[config.mk]
export PLATFORM = sky130hd
export DESIGN_NAME = arp_resolve_cache_unit
export DESIGN_NICKNAME = d
export VERILOG_FILES = /design/src/arc_pkg.sv /design/src/arp_resolve_cache_unit.sv /design/src/arc_scan_unit.sv
export SDC_FILE = /design/constraint.sdc
export NUM_CORES = 2
export LEC_CHECK = 0
export ABC_AREA = 1
export BUFFER_PORTS_ARGS = -buffer_cell sky130_fd_sc_hd__buf_2
export CELL_PAD_IN_SITES_DETAIL_PLACEMENT = 1
export CELL_PAD_IN_SITES_GLOBAL_PLACEMENT = 2
export CORE_MARGIN = 4
export CORE_UTILIZATION = 30
export CTS_BUF_LIST = sky130_fd_sc_hd__clkbuf_2 sky130_fd_sc_hd__clkbuf_4 sky130_fd_sc_hd__clkbuf_8
export CTS_CLUSTER_SIZE = 25
export DETAILED_ROUTE_END_ITERATION = 16
export GPL_TIMING_DRIVEN = 1
export PLACE_DENSITY_LB_ADDON = 0.1
export SETUP_SLACK_MARGIN = 0.2
export SYNTH_ARGS = -nofsm -noshare
export SYNTH_HDL_FRONTEND = slang
export SYNTH_SLANG_ARGS = --single-unit
export TNS_END_PERCENT = 5
[constraint.sdc]
create_clock -name i_clk -period 39.2 [get_ports i_clk]
set_input_delay 1.96 -clock i_clk [delete_from_list [all_inputs] [get_ports i_clk]]
set_output_delay 1.96 -clock i_clk [all_outputs]
set_load 0.02 [all_outputs]
[src/arc_pkg.sv]
// Shared types, codes and reset constants for the ARP resolve cache.
// No dependencies; every other file of the block uses it by scoped names.
`timescale 1ns / 1ps

package arc_pkg;

    // default table depths handed to the top level
    localparam int MAP_ENTRIES_DEF  = 16;
    localparam int PEND_ENTRIES_DEF = 8;

    // index width of the shared scan unit, wide enough for the deepest table
    localparam int SCAN_IDX_W = 8;

    // configuration reset values
    localparam logic [15:0] RETRY_RESET = 16'd5000;
    localparam logic [31:0] LIFE_RESET  = 32'd30000;

    localparam logic [47:0] BCAST_MAC = 48'hFFFF_FFFF_FFFF;

    // input actions
    localparam logic [1:0] ACT_SEND = 2'd0;
    localparam logic [1:0] ACT_RECV = 2'd1;
    localparam logic [1:0] ACT_TICK = 2'd2;

    // result kinds
    localparam logic [1:0] KIND_IPV4    = 2'd0;
    localparam logic [1:0] KIND_REQ     = 2'd1;
    localparam logic [1:0] KIND_REPLY   = 2'd2;
    localparam logic [1:0] KIND_DELIVER = 2'd3;

    // configuration register indexes
    localparam logic [1:0] CFG_OWN_MAC  = 2'd0;
    localparam logic [1:0] CFG_OWN_IP   = 2'd1;
    localparam logic [1:0] CFG_RETRY    = 2'd2;
    localparam logic [1:0] CFG_LIFETIME = 2'd3;

    typedef struct packed {
        logic [1:0]  action;
        logic [31:0] next_hop_ip;
        logic [15:0] buffer_tag;
        logic [47:0] frame_dst_mac;
        logic        frame_is_ipv4;
        logic        parse_ok;
        logic        arp_is_request;
        logic [47:0] arp_sender_mac;
        logic [31:0] arp_sender_ip;
        logic [31:0] arp_target_ip;
        logic [15:0] elapsed_ms;
    } t_item;

    typedef struct packed {
        logic [1:0]  out_kind;
        logic [47:0] dst_mac;
        logic [15:0] out_tag;
        logic [47:0] target_mac;
        logic [31:0] target_ip;
    } t_result;

    // one table entry as the scan unit sees it
    typedef struct packed {
        logic                  valid;
        logic [31:0]           key;
        logic [63:0]           tstamp;
        logic [SCAN_IDX_W-1:0] idx;
    } t_scan_elem;

    // what one pass of the scan unit has found
    typedef struct packed {
        logic                  hit;
        logic [SCAN_IDX_W-1:0] hit_idx;
        logic                  hit_late;
        logic                  free;
        logic [SCAN_IDX_W-1:0] free_idx;
        logic                  min_seen;
        logic [SCAN_IDX_W-1:0] min_idx;
        logic [63:0]           min_tstamp;
    } t_scan_res;

endpackage

[src/arp_resolve_cache_unit.sv]
// ARP resolve cache top level: sequencer, address map and pending tables.
// Depends on arc_pkg and arc_scan_unit.
`timescale 1ns / 1ps

// Usage: present a word on i_item with start high while busy is low; it is
// taken at that edge and busy rises until the word is done; a receive that
// is filtered out or carries IPv4 is done at that edge and busy stays low.
// Action send looks up the map, then on a miss the pending table; receive
// filters the destination, delivers IPv4, learns the ARP sender and may
// answer or release a held datagram; tick advances the millisecond clock and
// sweeps out expired map entries. At most one result per word shows on
// o_result with o_result_valid high for exactly one cycle; the receiver
// cannot stall it. No result comes from a tick, a dropped send or an ARP
// with nothing held.
// Each table is walked one entry a cycle through the shared scan unit and
// registered memory reads; a new word is taken at the earliest at the end of
// the first cycle with busy low. Configuration writes on i_cfg_we take
// effect at once; the user is to make them only while idle; the block does
// not check it. Synchronous reset clears the clock, both valid vectors and
// the sequencer; table contents need no clearing.

module arp_resolve_cache_unit #(
    parameter int MAP_ENTRIES     = arc_pkg::MAP_ENTRIES_DEF,
    parameter int PENDING_ENTRIES = arc_pkg::PEND_ENTRIES_DEF
) (
    input  logic             i_clk,
    input  logic             i_rst_n,
    input  logic             start,
    output logic             busy,
    input  arc_pkg::t_item   i_item,
    output logic             o_result_valid,
    output arc_pkg::t_result o_result,
    input  logic             i_cfg_we,
    input  logic [1:0]       i_cfg_index,
    input  logic [47:0]      i_cfg_wdata
);

    localparam int MA    = (MAP_ENTRIES > 1) ? $clog2(MAP_ENTRIES) : 1;
    localparam int PA    = (PENDING_ENTRIES > 1) ? $clog2(PENDING_ENTRIES) : 1;
    localparam int IW    = (MA > PA) ? MA : PA;
    localparam int MAXN  = (MAP_ENTRIES > PENDING_ENTRIES) ? MAP_ENTRIES : PENDING_ENTRIES;
    localparam int CW    = $clog2(MAXN + 1);
    localparam int SW    = arc_pkg::SCAN_IDX_W;

    typedef enum logic [3:0] {
        S_IDLE, S_MSCAN, S_MREAD, S_PSCAN, S_LSCAN,
        S_RPSCAN, S_RPREAD, S_OUT, S_TSCAN
    } t_state;

    t_state               r_state, n_state;
    logic [CW-1:0]        r_cnt, n_cnt;
    logic                 r_rd_vld, n_rd_vld;
    logic [IW-1:0]        r_rd_idx, n_rd_idx;
    logic [IW-1:0]        r_sel, n_sel;
    arc_pkg::t_item       r_item, n_item;
    logic [63:0]          r_now, n_now;
    logic [47:0]          r_own_mac, n_own_mac;
    logic [31:0]          r_own_ip, n_own_ip;
    logic [15:0]          r_retry, n_retry;
    logic [31:0]          r_life, n_life;
    logic [MAP_ENTRIES-1:0]     r_map_valid, n_map_valid;
    logic [PENDING_ENTRIES-1:0] r_pend_valid, n_pend_valid;
    arc_pkg::t_result     r_res, n_res;
    logic                 r_res_vld, n_res_vld;

    // table memories and their registered read data
    logic [31:0] mem_map_ip  [MAP_ENTRIES];
    logic [47:0] mem_map_mac [MAP_ENTRIES];
    logic [63:0] mem_map_exp [MAP_ENTRIES];
    logic [31:0] mem_pend_ip [PENDING_ENTRIES];
    logic [15:0] mem_pend_tag[PENDING_ENTRIES];
    logic [63:0] mem_pend_dl [PENDING_ENTRIES];
    logic [31:0] r_mip_q;
    logic [47:0] r_mmac_q;
    logic [63:0] r_mexp_q;
    logic [31:0] r_pip_q;
    logic [15:0] r_ptag_q;
    logic [63:0] r_pdl_q;

    logic [MA-1:0] map_raddr, map_waddr;
    logic [PA-1:0] pend_raddr, pend_waddr;
    logic          map_we, pend_we;

    logic               accept, dst_ok, scan_map, scan_pend, scanning;
    logic               issue, scan_done, sc_clear, sc_step, sc_le;
    logic [CW-1:0]      limit;
    logic [MA-1:0]      rd_midx;
    logic [PA-1:0]      rd_pidx;
    logic [MA-1:0]      mslot;
    logic [PA-1:0]      pslot;
    arc_pkg::t_scan_elem sc_elem;
    arc_pkg::t_scan_res  sc_res;

    assign busy           = (r_state != S_IDLE);
    assign accept         = start && !busy;
    assign o_result_valid = r_res_vld;
    assign o_result       = r_res;

    assign dst_ok = (i_item.frame_dst_mac == arc_pkg::BCAST_MAC) ||
                    (i_item.frame_dst_mac == r_own_mac);

    // scan control: issue one address a cycle; the registered read data returns in the next cycle
    assign scan_map  = (r_state == S_MSCAN) || (r_state == S_LSCAN) || (r_state == S_TSCAN);
    assign scan_pend = (r_state == S_PSCAN) || (r_state == S_RPSCAN);
    assign scanning  = scan_map || scan_pend;
    assign limit     = scan_map ? CW'(MAP_ENTRIES) : CW'(PENDING_ENTRIES);
    assign issue     = scanning && (r_cnt < limit);
    assign scan_done = (r_cnt == limit) && !r_rd_vld;
    assign sc_clear  = scanning && (r_cnt == '0) && !r_rd_vld;
    assign sc_step   = scanning && r_rd_vld;
    assign rd_midx   = r_rd_idx[MA-1:0];
    assign rd_pidx   = r_rd_idx[PA-1:0];

    assign map_raddr  = (r_state == S_MREAD) ? r_sel[MA-1:0] : r_cnt[MA-1:0];
    assign pend_raddr = (r_state == S_RPREAD) ? r_sel[PA-1:0] : r_cnt[PA-1:0];

    // present the entry read last cycle to the scan unit
    always_comb begin
        if (scan_map) begin
            sc_elem.valid  = r_map_valid[rd_midx];
            sc_elem.key    = r_mip_q;
            sc_elem.tstamp = r_mexp_q;
        end else begin
            sc_elem.valid  = r_pend_valid[rd_pidx];
            sc_elem.key    = r_pip_q;
            sc_elem.tstamp = r_pdl_q;
        end
        sc_elem.idx = SW'(r_rd_idx);
    end

    arc_scan_unit u_scan (
        .i_clk      (i_clk),
        .i_rst_n    (i_rst_n),
        .i_clear    (sc_clear),
        .i_step     (sc_step),
        .i_elem     (sc_elem),
        .i_key      ((r_item.action == arc_pkg::ACT_SEND) ? r_item.next_hop_ip
                                                          : r_item.arp_sender_ip),
        .i_ref_time (r_now),
        .o_res      (sc_res),
        .o_cur_le   (sc_le)
    );

    // choose slots from the scan results
    always_comb begin
        if (sc_res.hit) begin
            mslot = sc_res.hit_idx[MA-1:0];
        end else if (sc_res.free) begin
            mslot = sc_res.free_idx[MA-1:0];
        end else begin
            mslot = sc_res.min_idx[MA-1:0];
        end
        pslot = sc_res.hit ? sc_res.hit_idx[PA-1:0] : sc_res.free_idx[PA-1:0];
    end

    // sequencer next state
    always_comb begin
        n_state      = r_state;
        n_cnt        = r_cnt;
        n_rd_vld     = 1'b0;
        n_rd_idx     = r_rd_idx;
        n_sel        = r_sel;
        n_item       = r_item;
        n_now        = r_now;
        n_own_mac    = r_own_mac;
        n_own_ip     = r_own_ip;
        n_retry      = r_retry;
        n_life       = r_life;
        n_map_valid  = r_map_valid;
        n_pend_valid = r_pend_valid;
        n_res        = r_res;
        n_res_vld    = 1'b0;
        map_we       = 1'b0;
        map_waddr    = mslot;
        pend_we      = 1'b0;
        pend_waddr   = pslot;

        // take configuration writes
        if (i_cfg_we) begin
            unique case (i_cfg_index)
                arc_pkg::CFG_OWN_MAC:  n_own_mac = i_cfg_wdata;
                arc_pkg::CFG_OWN_IP:   n_own_ip  = i_cfg_wdata[31:0];
                arc_pkg::CFG_RETRY:    n_retry   = i_cfg_wdata[15:0];
                arc_pkg::CFG_LIFETIME: n_life    = i_cfg_wdata[31:0];
            endcase
        end

        // advance the scan address
        if (issue) begin
            n_cnt    = r_cnt + CW'(1);
            n_rd_vld = 1'b1;
            n_rd_idx = r_cnt[IW-1:0];
        end

        unique case (r_state)
            S_IDLE: begin
                if (accept) begin
                    n_item = i_item;
                    n_cnt  = '0;
                    case (i_item.action)
                        arc_pkg::ACT_SEND: n_state = S_MSCAN;
                        arc_pkg::ACT_RECV: begin
                            if (dst_ok && i_item.parse_ok) begin
                                if (i_item.frame_is_ipv4) begin
                                    n_res_vld = 1'b1;
                                    n_res     = '0;
                                    n_res.out_kind = arc_pkg::KIND_DELIVER;
                                    n_res.out_tag  = i_item.buffer_tag;
                                end else begin
                                    n_state = S_LSCAN;
                                end
                            end
                        end
                        arc_pkg::ACT_TICK: begin
                            n_now   = r_now + 64'(i_item.elapsed_ms);
                            n_state = S_TSCAN;
                        end
                        default: ;
                    endcase
                end
            end
            S_MSCAN: begin
                if (scan_done) begin
                    if (sc_res.hit) begin
                        n_sel   = sc_res.hit_idx[IW-1:0];
                        n_state = S_MREAD;
                    end else begin
                        n_cnt   = '0;
                        n_state = S_PSCAN;
                    end
                end
            end
            S_MREAD: n_state = S_OUT;
            S_PSCAN: begin
                if (scan_done) begin
                    n_state = S_IDLE;
                    // store and broadcast unless still inside the retry delay or the table is full
                    if ((sc_res.hit && sc_res.hit_late) || (!sc_res.hit && sc_res.free)) begin
                        pend_we               = 1'b1;
                        n_pend_valid[pslot]   = 1'b1;
                        n_res_vld             = 1'b1;
                        n_res                 = '0;
                        n_res.out_kind        = arc_pkg::KIND_REQ;
                        n_res.dst_mac         = arc_pkg::BCAST_MAC;
                        n_res.target_ip       = r_item.next_hop_ip;
                    end
                end
            end
            S_LSCAN: begin
                if (scan_done) begin
                    map_we              = 1'b1;
                    n_map_valid[mslot]  = 1'b1;
                    if (r_item.arp_is_request && (r_item.arp_target_ip == r_own_ip)) begin
                        n_res_vld        = 1'b1;
                        n_res            = '0;
                        n_res.out_kind   = arc_pkg::KIND_REPLY;
                        n_res.dst_mac    = r_item.arp_sender_mac;
                        n_res.target_mac = r_item.arp_sender_mac;
                        n_res.target_ip  = r_item.arp_sender_ip;
                        n_state          = S_IDLE;
                    end else begin
                        n_cnt   = '0;
                        n_state = S_RPSCAN;
                    end
                end
            end
            S_RPSCAN: begin
                if (scan_done) begin
                    if (sc_res.hit) begin
                        n_sel                                  = sc_res.hit_idx[IW-1:0];
                        n_pend_valid[sc_res.hit_idx[PA-1:0]] = 1'b0;
                        n_state                                = S_RPREAD;
                    end else begin
                        n_state = S_IDLE;
                    end
                end
            end
            S_RPREAD: n_state = S_OUT;
            S_OUT: begin
                n_res_vld      = 1'b1;
                n_res          = '0;
                n_res.out_kind = arc_pkg::KIND_IPV4;
                if (r_item.action == arc_pkg::ACT_SEND) begin
                    n_res.dst_mac = r_mmac_q;
                    n_res.out_tag = r_item.buffer_tag;
                end else begin
                    n_res.dst_mac = r_item.arp_sender_mac;
                    n_res.out_tag = r_ptag_q;
                end
                n_state = S_IDLE;
            end
            S_TSCAN: begin
                // drop entries whose expiry has been reached
                if (sc_step && sc_elem.valid && sc_le) begin
                    n_map_valid[rd_midx] = 1'b0;
                end
                if (scan_done) begin
                    n_state = S_IDLE;
                end
            end
        endcase
    end

    // hold state, configuration and the registered result
    always_ff @(posedge i_clk) begin
        r_item   <= n_item;
        r_res    <= n_res;
        r_sel    <= n_sel;
        r_rd_idx <= n_rd_idx;
        if (!i_rst_n) begin
            r_state      <= S_IDLE;
            r_cnt        <= '0;
            r_rd_vld     <= 1'b0;
            r_now        <= '0;
            r_own_mac    <= '0;
            r_own_ip     <= '0;
            r_retry      <= arc_pkg::RETRY_RESET;
            r_life       <= arc_pkg::LIFE_RESET;
            r_map_valid  <= '0;
            r_pend_valid <= '0;
            r_res_vld    <= 1'b0;
        end else begin
            r_state      <= n_state;
            r_cnt        <= n_cnt;
            r_rd_vld     <= n_rd_vld;
            r_now        <= n_now;
            r_own_mac    <= n_own_mac;
            r_own_ip     <= n_own_ip;
            r_retry      <= n_retry;
            r_life       <= n_life;
            r_map_valid  <= n_map_valid;
            r_pend_valid <= n_pend_valid;
            r_res_vld    <= n_res_vld;
        end
    end

    // map memory: one write port, one registered read port
    always_ff @(posedge i_clk) begin
        if (map_we) begin
            mem_map_ip[map_waddr]  <= r_item.arp_sender_ip;
            mem_map_mac[map_waddr] <= r_item.arp_sender_mac;
            mem_map_exp[map_waddr] <= r_now + 64'(r_life);
        end
        r_mip_q  <= mem_map_ip[map_raddr];
        r_mmac_q <= mem_map_mac[map_raddr];
        r_mexp_q <= mem_map_exp[map_raddr];
    end

    // pending memory: one write port, one registered read port
    always_ff @(posedge i_clk) begin
        if (pend_we) begin
            mem_pend_ip[pend_waddr]  <= r_item.next_hop_ip;
            mem_pend_tag[pend_waddr] <= r_item.buffer_tag;
            mem_pend_dl[pend_waddr]  <= r_now + 64'(r_retry);
        end
        r_pip_q  <= mem_pend_ip[pend_raddr];
        r_ptag_q <= mem_pend_tag[pend_raddr];
        r_pdl_q  <= mem_pend_dl[pend_raddr];
    end

endmodule

[src/arc_scan_unit.sv]
// Shared compare unit: takes one entry a cycle on i_step, tracking the first
// key match, the first free entry and the earliest time stamp. Uses arc_pkg.
`timescale 1ns / 1ps

module arc_scan_unit (
    input  logic               i_clk,
    input  logic               i_rst_n,
    input  logic               i_clear,
    input  logic               i_step,
    input  arc_pkg::t_scan_elem i_elem,
    input  logic [31:0]        i_key,
    input  logic [63:0]        i_ref_time,
    output arc_pkg::t_scan_res o_res,
    output logic               o_cur_le
);

    arc_pkg::t_scan_res r_res;
    arc_pkg::t_scan_res n_res;
    logic               cur_lt;

    // compare the current entry against the reference time
    assign cur_lt   = i_elem.tstamp < i_ref_time;
    assign o_cur_le = cur_lt || (i_elem.tstamp == i_ref_time);
    assign o_res    = r_res;

    // fold the current entry into the running results
    always_comb begin
        n_res = r_res;
        if (i_clear) begin
            n_res.hit      = 1'b0;
            n_res.free     = 1'b0;
            n_res.min_seen = 1'b0;
        end else if (i_step) begin
            if (!r_res.hit && i_elem.valid && (i_elem.key == i_key)) begin
                n_res.hit      = 1'b1;
                n_res.hit_idx  = i_elem.idx;
                n_res.hit_late = cur_lt;
            end
            if (!r_res.free && !i_elem.valid) begin
                n_res.free     = 1'b1;
                n_res.free_idx = i_elem.idx;
            end
            if (!r_res.min_seen || (i_elem.tstamp < r_res.min_tstamp)) begin
                n_res.min_seen   = 1'b1;
                n_res.min_idx    = i_elem.idx;
                n_res.min_tstamp = i_elem.tstamp;
            end
        end
    end

    // hold the results; only the found flags need reset
    always_ff @(posedge i_clk) begin
        r_res <= n_res;
        if (!i_rst_n) begin
            r_res.hit      <= 1'b0;
            r_res.free     <= 1'b0;
            r_res.min_seen <= 1'b0;
        end
    end

endmodule

==> impl_metrics.json <==
{
  "outcome": "finished clean",
  "clock.fmax_mhz": 147,
  "clock_latency_ps": 1300,
  "start_util": 0.302,
  "grt_pass1_vias": 119000,
  "cp.required_ps": 40040,
  "area_growth_pct": 16.0,
  "yosys.cell_types.count": 68,
  "worstReg2RegStart": "r_state[2]",
  "clockBufferDepth": 4,
  "synth-async-reset-ratio": 0,
  "grt_pass1_wl_mm": 858,
  "place_area_um2": 174000,
  "critPathLaunch": "r_state[2]",
  "first_pass_iters": 5,
  "syn_nets": 13700,
  "avgSynthCellArea_um2": 12.4,
  "synth_top_area_frac": 0.660,
  "h-tree-depth": 6,
  "drt-initial-drc-count": 6996,
  "synth_edf_count": 3594,
  "synth_flop_cell": "edfxtp_1",
  "synth_area_um2": 164000,
  "gr-usage-all-layers": 0.208,
  "rows": 270,
  "dp_hpwl_mm": 355,
  "maxSlewViolCount": 0,
  "gp_congestion": 0.837,
  "clkSinkCount": 4080,
  "antenna_found_initial": 30,
  "critPathKind": "flop to flop",
  "drv_cap": 0,
  "whs_endpoint": "r_own_ip[6]",
  "drc": 0,
  "post-route-cell-area_um2": 190000,
  "ir_drop_uv": 57.7,
  "syn_inst": 13200,
  "layout.nets": 14400,
  "ys_seq_elements": 4080,
  "cp_data_arrival_time_ps": 7650,
  "r2r-end": "o_result[101]",
  "fin_crit_ps": 6810,
  "yosys_warnings": 0,
  "drive_gt1_frac": 0.144,
  "clock_tree.root_cell": "clkbuf_8",
  "powerDensity_nw_per_um2": 71.1,
  "seq_area_frac_synth": 0.719,
  "finClkSkew_ps": 91.2,
  "wl_per_cell_um": 27.4,
  "ioPinCount": 431,
  "setup_violations": 0,
  "wl_mm": 598,
  "grt_overflow": 0,
  "io_buffers": 430,
  "hold_violations": 0,
  "rsz0062_at_grt": "false",
  "die_area_um2": 557000,
  "relSlewSlack": 0.106,
  "cts_buffers": 738,
  "finalSetupTns_ps": 0,
  "design.core.area_um2": 542000,
  "chipWidth_um": 747,
  "postRouteAntennaNets": 0,
  "r2r.worst_path.cells": 16,
  "post_cts_resized": 0,
  "max_slew.worst_pin.slew_ps": 1340,
  "clk_pin_slew_ps": 60,
  "final_util": 0.350,
  "hp-class": "flop to flop",
  "fp.dieH_um": 747,
  "crit_fanout": 54,
  "vias": 111000,
  "synthTopCellsByArea": "edfxtp_1 66%, o21ai_0 6.5%, dfxtp_1 5.9%",
  "grt_max_degree": 200,
  "ctsHoldBuffers": 0,
  "worstHoldStart": "r_own_ip[6]",
  "vias_per_cell": 5.09,
  "fin_crit_sh": 0.174,
  "power.leakage_nw": 64.8,
  "worst_setup_path_start_kind": "flop",
  "synth.largest_area_cell": "edfxtp_1",
  "reg2reg_slack_ps": 32390,
  "cts_tree": "done",
  "holdPathStages": 2,
  "cts_setup_buffers": 0,
  "endpoint_kind": "flop"
}
-- routing by layer --
layer,part of all wire,track usage,vias up
li1,-,-,49900
met1,0.45,0.277,58000
met2,0.49,0.359,2075
met3,0.034,0.0253,826
met4,0.024,0.0517,16
met5,0.00018,0,-
-- synth_stat cells, drive strengths merged (74+ instances only) --
cell,count
a21oi,252
nor3,85
o221ai,100
o21bai,227
clkbuf,564
nor2,2246
buf,208
nand2,861
dfxtp,486
inv,551
nand3,118
edfxtp,3594
nand4,78
o21ai,2282
o22ai,725
ha,199
xnor2,74
xor2,143
a31oi,134
-- final cells by class --
cell class                 count  area [µm²]
tap                         7208        9020
clock buffer                1090       13300
sequential                  4080      118000
antenna                       21        52.6
clock inverter               298        2120
multi-input combinational   7821       41100
inverter                     569        2200
fill                       58000      352000
timing repair buffer         693        4420
-- critical path, cell delays in order (launching register included) --
cell	delay, ps
dfxtp_1	430
inv_2	160
nand3_4	340
nand3_4	440
inv_4	580
ha_1	210
inv_1	50
nor3_1	380
inv_1	170
nand2_1	130
nand2_1	50
a2111oi_0	370
nand2_1	400
nor2_4	350
buf_4	690
buf_4	580
buf_4	690
-- power breakdown --
part           internal, mW  leakage (nW)  total, mW  switching, mW
Sequential             5.18          36.4       5.49          0.310
Clock                  2.29          8.14       4.17           1.88
Combinational          1.07          20.3       3.85           2.79
-- logic make-up after synthesis --
group	synth area share
mux	0.000428
flops	0.719
simple gates	0.0874
buf+inv	0.0327
fa+ha+maj	0.0156
xor+xnor	0.0116
compound gates	0.133
-- placed cells by master, fill, tap and decap left out, drive strengths merged, types with 11 or more instances in the layout --
cell | synthesis | final
a211oi | 11 | 11
buf | 208 | 693
xnor2 | 74 | 74
nor4 | 42 | 42
dfxtp | 486 | 486
o21a | 28 | 28
ha | 199 | 199
xor2 | 143 | 143
inv | 551 | 583
a21oi | 252 | 252
nand3b | 51 | 51
clkbuf | 564 | 1090
bufinv | 0 | 16
o21bai | 227 | 227
clkinv | 18 | 249
or2 | 41 | 41
nand2 | 861 | 861
diode | 0 | 21
o221ai | 100 | 100
o211ai | 60 | 60
o22ai | 725 | 725
o21ai | 2282 | 2282
nand3 | 118 | 118
clkinvlp | 0 | 19
nand4 | 78 | 78
nor2 | 2246 | 2246
a31oi | 134 | 134
edfxtp | 3594 | 3594
nor3 | 85 | 85
-- how the worst max path moves through the flow --
stage / depth (start not counted) / end
after global placement: 11 / o_result[98]
final: 16 / o_result[101]
after CTS: 16 / o_result[37]
after global routing: 16 / o_result[37]
after detailed placement: 11 / o_result[36]
after floorplan: 13 / mem_pend_dl[4][0]
-- metrics by stage --
stage | hold WS (ps) | power [mW] | instances | worst slack [ps]
detailed placement | 462 | 9.51 | 20400 | 32080
floorplan | 426 | 7.89 | 13200 | 25310
finish | 473 | 13.5 | 21800 | 32390
global placement | 456 | 9.41 | 20400 | 32130
CTS | 478 | 13.8 | 21800 | 32360
global route | 500 | 14.3 | 21800 | 31990
-- flip-flops by register name, summed over array words and instances (netlist names), 48 cells and up --
| signal | count |
|---|---|
| mem_map_ip | 512 |
| r_now | 64 |
| r_own_mac | 48 |
| mem_pend_dl | 512 |
| r_item | 163 |
| mem_map_exp | 1024 |
| r_mexp_q | 64 |
| mem_map_mac | 768 |
| mem_pend_ip | 256 |
| r_mmac_q | 48 |
| u_scan.o_res | 80 |
| r_pdl_q | 64 |
| o_result | 146 |
| mem_pend_tag | 128 |
Note: power is estimated with default switching activity, not from simulation.
